==> config.mk <==
export PLATFORM = sky130hd
export DESIGN_NAME = oets_cell
export DESIGN_NICKNAME = d
export VERILOG_FILES = /design/src/rtl/oets_pkg.sv /design/src/rtl/oets_cell.sv
export SDC_FILE = /design/constraint.sdc
export NUM_CORES = 1
export LEC_CHECK = 0
export BUFFER_PORTS_ARGS = -buffer_cell sky130_fd_sc_hd__buf_2
export CAP_MARGIN = 20
export CORE_UTILIZATION = 43
export CTS_BUF_LIST = sky130_fd_sc_hd__clkbuf_8
export CTS_CLUSTER_DIAMETER = 200
export DETAILED_ROUTE_END_ITERATION = 10
export GPL_TIMING_DRIVEN = 0
export HOLD_SLACK_MARGIN = 0.05
export PLACE_DENSITY = 0.7
export REMOVE_ABC_BUFFERS = 1
export SYNTH_ARGS = -nofsm -noshare
export SYNTH_HDL_FRONTEND = slang
export SYNTH_SLANG_ARGS = --single-unit
==> constraint.sdc <==
create_clock -name clk -period 4.15 [get_ports clk]
set_input_delay 0.415 -clock clk [delete_from_list [all_inputs] [get_ports clk]]
set_output_delay 0.415 -clock clk [all_outputs]
set_load 0.01 [all_outputs]
==> src/rtl/oets_pkg.sv <==
// ----------------------------------------------------------------------------
// oets_pkg
// types and cell opcodes shared by the transposition sorter
// ----------------------------------------------------------------------------
package oets_pkg;

  localparam int unsigned DATA_W = 32;

  typedef struct packed {
    logic signed [DATA_W-1:0] value;
    logic                     is_last;
  } oets_in_t;

  typedef struct packed {
    logic signed [DATA_W-1:0] sorted_value;
    logic                     last_out;
    logic                     overflow;
  } oets_out_t;

  typedef enum logic [1:0] {
    OP_HOLD,
    OP_SHIFT_UP,
    OP_SHIFT_DOWN,
    OP_SORT
  } oets_op_t;

  typedef struct packed {
    oets_op_t op;
    logic     phase_odd;
  } oets_ctrl_t;

  typedef enum logic [1:0] {
    ST_LOAD,
    ST_SORT,
    ST_EMIT
  } oets_state_t;

endpackage

==> src/rtl/oets_cell.sv <==
// ----------------------------------------------------------------------------
// oets_cell
// one element slot: holds, shifts in, shifts out, or compares with its pair partner
// ----------------------------------------------------------------------------
module oets_cell
  import oets_pkg::*;
(
  input  logic                     clk,
  input  logic                     rst_n,
  input  oets_ctrl_t               ctrl,
  input  logic                     cell_odd,
  input  logic signed [DATA_W-1:0] left_value,
  input  logic                     left_valid,
  input  logic signed [DATA_W-1:0] right_value,
  input  logic                     right_valid,
  output logic signed [DATA_W-1:0] value,
  output logic                     valid
);

  logic signed [DATA_W-1:0] value_r, value_nxt;
  logic                     valid_r, valid_nxt;
  logic                     is_lower;

  assign is_lower = (cell_odd == ctrl.phase_odd);

  always_comb begin
    value_nxt = value_r;
    valid_nxt = valid_r;
    case (ctrl.op)
      OP_SHIFT_UP: begin
        value_nxt = left_value;
        valid_nxt = left_valid;
      end
      OP_SHIFT_DOWN: begin
        value_nxt = right_value;
        valid_nxt = right_valid;
      end
      OP_SORT: begin
        // lower slot keeps the min, upper slot keeps the max
        if (is_lower) begin
          if (valid_r && right_valid && (value_r > right_value)) begin
            value_nxt = right_value;
          end
        end else begin
          if (valid_r && left_valid && (left_value > value_r)) begin
            value_nxt = left_value;
          end
        end
      end
      default: begin
        value_nxt = value_r;
        valid_nxt = valid_r;
      end
    endcase
  end

  always_ff @(posedge clk) begin
    value_r <= value_nxt;
  end

  always_ff @(posedge clk) begin
    if (!rst_n) begin
      valid_r <= 1'b0;
    end else begin
      valid_r <= valid_nxt;
    end
  end

  assign value = value_r;
  assign valid = valid_r;

endmodule

# Yosys cells after proc, flatten, opt, wreduce, memory -nomap -nowiden
# Cells that the tools add are included.
# classes
n_lt_le_gt_ge	2
mux	5
reduce_logical	7
n_eq_ne	6
# op_table
operator	n
32-bit two-way mux	3
32-bit case mux with 3 select lines	1
32-bit greater-than comparator	2
3-bit inequality test (second input constant)	2
2-bit equality test (second input constant)	2
1-bit logical AND	4
3-bit AND reduction	1
3-bit nonzero test	1
2-bit by 1-bit equality test with 1-bit output (second input constant)	1
1-bit case mux with 2 select lines	1
2-bit nonzero test	1
1-bit equality test	1
# word_totals
output_inout_bits	33
ff_bits	33
wordCells	22

# Logic depth before layout (Yosys ltp)
# logic_depth
word_depth	5
ltp_mapped	9
mapped_depth_nobuf	9

# Worst setup path after synthesis
# OpenSTA, ideal clock, no wires.
# synth_path
path_kind	flip-flop to flip-flop
start	register value_r[14], in the netlist value[14]
end	register value_r[0], in the netlist value[0], enable pin
slack_ns	0.279
arrival_ns	3.435
synth_period_minus_slack_ns	3.871
path_stages_with_launch	9
required_time_ns	3.714
cell_sequence	edfxtp_1 ha_1 nand4_1 nor4_2 a21bo_1 o211ai_2 a211oi_2 xnor2_1 o221ai_1
# synth_via
elab_chain_len	4
elab_cells_between_ends	7
classes_between	order compare (2); eq/ne (2); reduce/logical (3)
# synth_rtl
element	line	source
start: declaration	oets_cell.sv:20	logic signed [DATA_W-1:0] value_r, value_nxt;
start signal: assignment	oets_cell.sv:58	value_r <= value_nxt;
32-bit greater-than comparator, on equally long branches	oets_cell.sv:41, oets_cell.sv:45	
1-bit logical AND, on equally long branches	oets_cell.sv:41, oets_cell.sv:45	
3-bit inequality test (no line)	n/a	
3-bit AND reduction (no line) *	n/a	
# Every way passes the cells marked *; elsewhere a longest branch is shown, timed or not.
# A chain may end at the register's enable or synchronous reset.

# Worst setup path after layout
# layout_path
start	register value_r[14], in the netlist value[14]
end	register value_r[7], in the netlist value[7], enable pin
# The elaborated chain is that of the path after synthesis.

==> flow_summary.ini <==
[status]
outcome = complete, no violations

[final_layout]
n_antenna_cell = 0
seqCellArea_um2 = 980.9
syn_to_final_growth_pct = 27.05
multi_input_area_mm2 = 0.001809
final_util_pct = 56.74
nets = 559
instances_no_fill = 518
drive_above_1_share_pct = 28.91
fillers = 632

[placement]
hpwl_um = 6338
place_congestion = 0.8407
placed_cells = 510
numPortBuffers = 104

[critical_path]
crit_family = compound AO/OA/AOI/OAI gates
max_stage_delay_ps = 610
critPathArrivalTime_ps = 3100
path_buf_inv = 1
crit_path_end_kind = flip-flop
cp.required_ps = 4140
start_kind = flip-flop
crit_slowest_cell = o221ai_4
crit_type = flip-flop to flip-flop
crit_chain = ha_1 -> nand4_1 -> nor4_2 -> a21bo_1 -> o211ai_2 -> a211oi_2 -> xnor2_1 -> o221ai_4 -> buf_16
cp_max_fo = 17

[detailed_routing]
drtPass1Iterations = 7
vias_per_cell = 5.347
drcViolationCount = 0
finalWirelength_um = 7695
drt_iter0_drc = 91
final_antenna_net_count = 0
wl_per_cell_um = 14.86
vias = 2770

[die]
io_pins = 105
die_w_um = 86
core_area_mm2 = 0.006794
num_rows = 30
dieArea_mm2 = 0.007396
dieHeight_um = 86
start_util_pct = 44.66

[grt]
grt_max_degree = 21
grt_pass1_wl_um = 12200
grt_pass1_vias = 2722
antenna_found_initial = 0
grt.total_usage_pct = 21.02
grt_overflow = 0

[sta]
fmax_mhz = 322.1
max_slew_margin_pct = 51.18
rsz0062_at_grt = false
clock_skew_ps = 7.624
fin_crit_sh_pct = 74.80
hold_viol = 0
slew_viol_final = 0
holdWs_ps = 326.9
setup_viol = 0
worst_pin_slew_ps = 732.3
period_minus_slack_ps = 3104

[power]
p_per_area_mw_per_mm2 = 283.4
irDropWorstVdd_v = 0.0001184
leakagePower_uw = 0.002040
total_power_uw = 1093

[synthesis]
synth_seq_cells = 33
syn_inst = 313
yosysWarningCount = 0
seq_area_frac_synth_pct = 32.33
async_flop_share_pct = 0
synth_area_mm2 = 0.003034
ys_types = 37
syn_avg_cell_area_um2 = 9.694
ys.flop_type = edfxtp_1
synth_edf_count = 32

[clocking]
clockBufferDepth = 2
clk_latency_ps = 290
cts_tree = yes
htreeDepth = 2
cts-resized-gates = 0
clk_pin_slew_ps = 70
cts_buffers = 5
cts-root-buf = clkbuf_8
cts_setup_buffers = 0
clock_sinks = 33
cts-hold-fix-buffers = 0

[worst_hold_path]
hold_path_class = input pin to flip-flop

[flow_run]
max_cap_viol_count = 0
## state kept, by name, indices dropped and copies added (netlist names)
name	cells
valid	1
value	32
## final timing paths
kind / startpoint / depth (start not counted) / end / slack [ps]
min: rst_n / 2 / valid$_SDFFE_PN0P_ / 330
max reg2reg: value[14]$_DFFE_PP_ / 9 / value[7]$_DFFE_PP_ / 1050
max: value[14]$_DFFE_PP_ / 9 / value[7]$_DFFE_PP_ / 1050
min reg2reg: valid$_SDFFE_PN0P_ / 3 / valid$_SDFFE_PN0P_ / 680
## layout by cell type (no fill, tap or decap), types with 3 or more instances in the layout
master and instances:
buf_16 3, nand4_1 15, o21ai_0 6, inv_1 69
clkbuf_8 6, edfxtp_1 32, nand2_1 15, a21oi_1 27
o211ai_1 4, a22o_1 32, a21o_1 3, nand3_1 6
buf_2 104, nor4_1 3, ha_1 66
## layout make-up
class | instances | share of cell area, %
Inverter | 67 | 6.524
Multi-Input combinational cell | 207 | 46.93
Sequential cell | 33 | 25.45
Timing Repair Buffer | 107 | 15.64
Clock inverter | 2 | 0.1947
Tap cell | 96 | 3.116
Clock buffer | 6 | 2.142
## layer usage
| layer | track usage [%] | vias up | share of wire [%] |
|---|---|---|---|
| met5 | 0 | - | 0 |
| met3 | 4.331 | 7 | 6.5 |
| li1 | - | 1379 | - |
| met2 | 39.39 | 103 | 51 |
| met1 | 24.04 | 1281 | 41 |
| met4 | 5.606 | 0 | 1.1 |
## cell families after synthesis
kind of cell	Yosys count	share of synthesized area, %
AOI/OAI and AO/OA	88	21.32
xor gates and xnor gates	2	0.5774
adders and majority gates	66	27.22
buffers and inverters	73	9.031
DFF	33	32.33
muxes	2	0.6598
and+or+nand+nor	49	8.866
## stage by stage
step	TNS (ps)	setup slack, ps	area, µm²
floorplan	0	278.6	3012
global placement	-30700	-960.1	3652
detailed placement	0	939.4	3765
CTS	0	1034	3855
global route	0	832.1	3855
finish	0	1046	3855
## synth_stat cells, drive strengths merged (3+ instances only)
master	count	area (µm²)
ha	66	825.8
nand4	15	93.84
a22o	32	280.3
nand2	15	56.30
a21oi	29	152.7
nand3	6	30.03
a21o	3	22.52
nor4	4	31.28
o211ai	5	42.54
edfxtp	32	960.9
clkbuf	5	18.77
inv	67	251.5
o21ai	8	40.04
a221oi	3	32.53
## power by group
group	internal, µW	switching, µW
clock	131	123
combinational	182	218
sequential	412	26.6
total	725	368
## worst reg2reg max path: cells and delay by family (launching register included)
kind | cells | cell delay [ps]
buffers and inverters | 1 | 240
xor gates and xnor gates | 1 | 190
DFF | 1 | 420
AOI/OAI and AO/OA | 4 | 1050
and+or+nand+nor | 2 | 580
adders and majority gates | 1 | 340
Note: power is estimated with default switching activity, not from simulation.
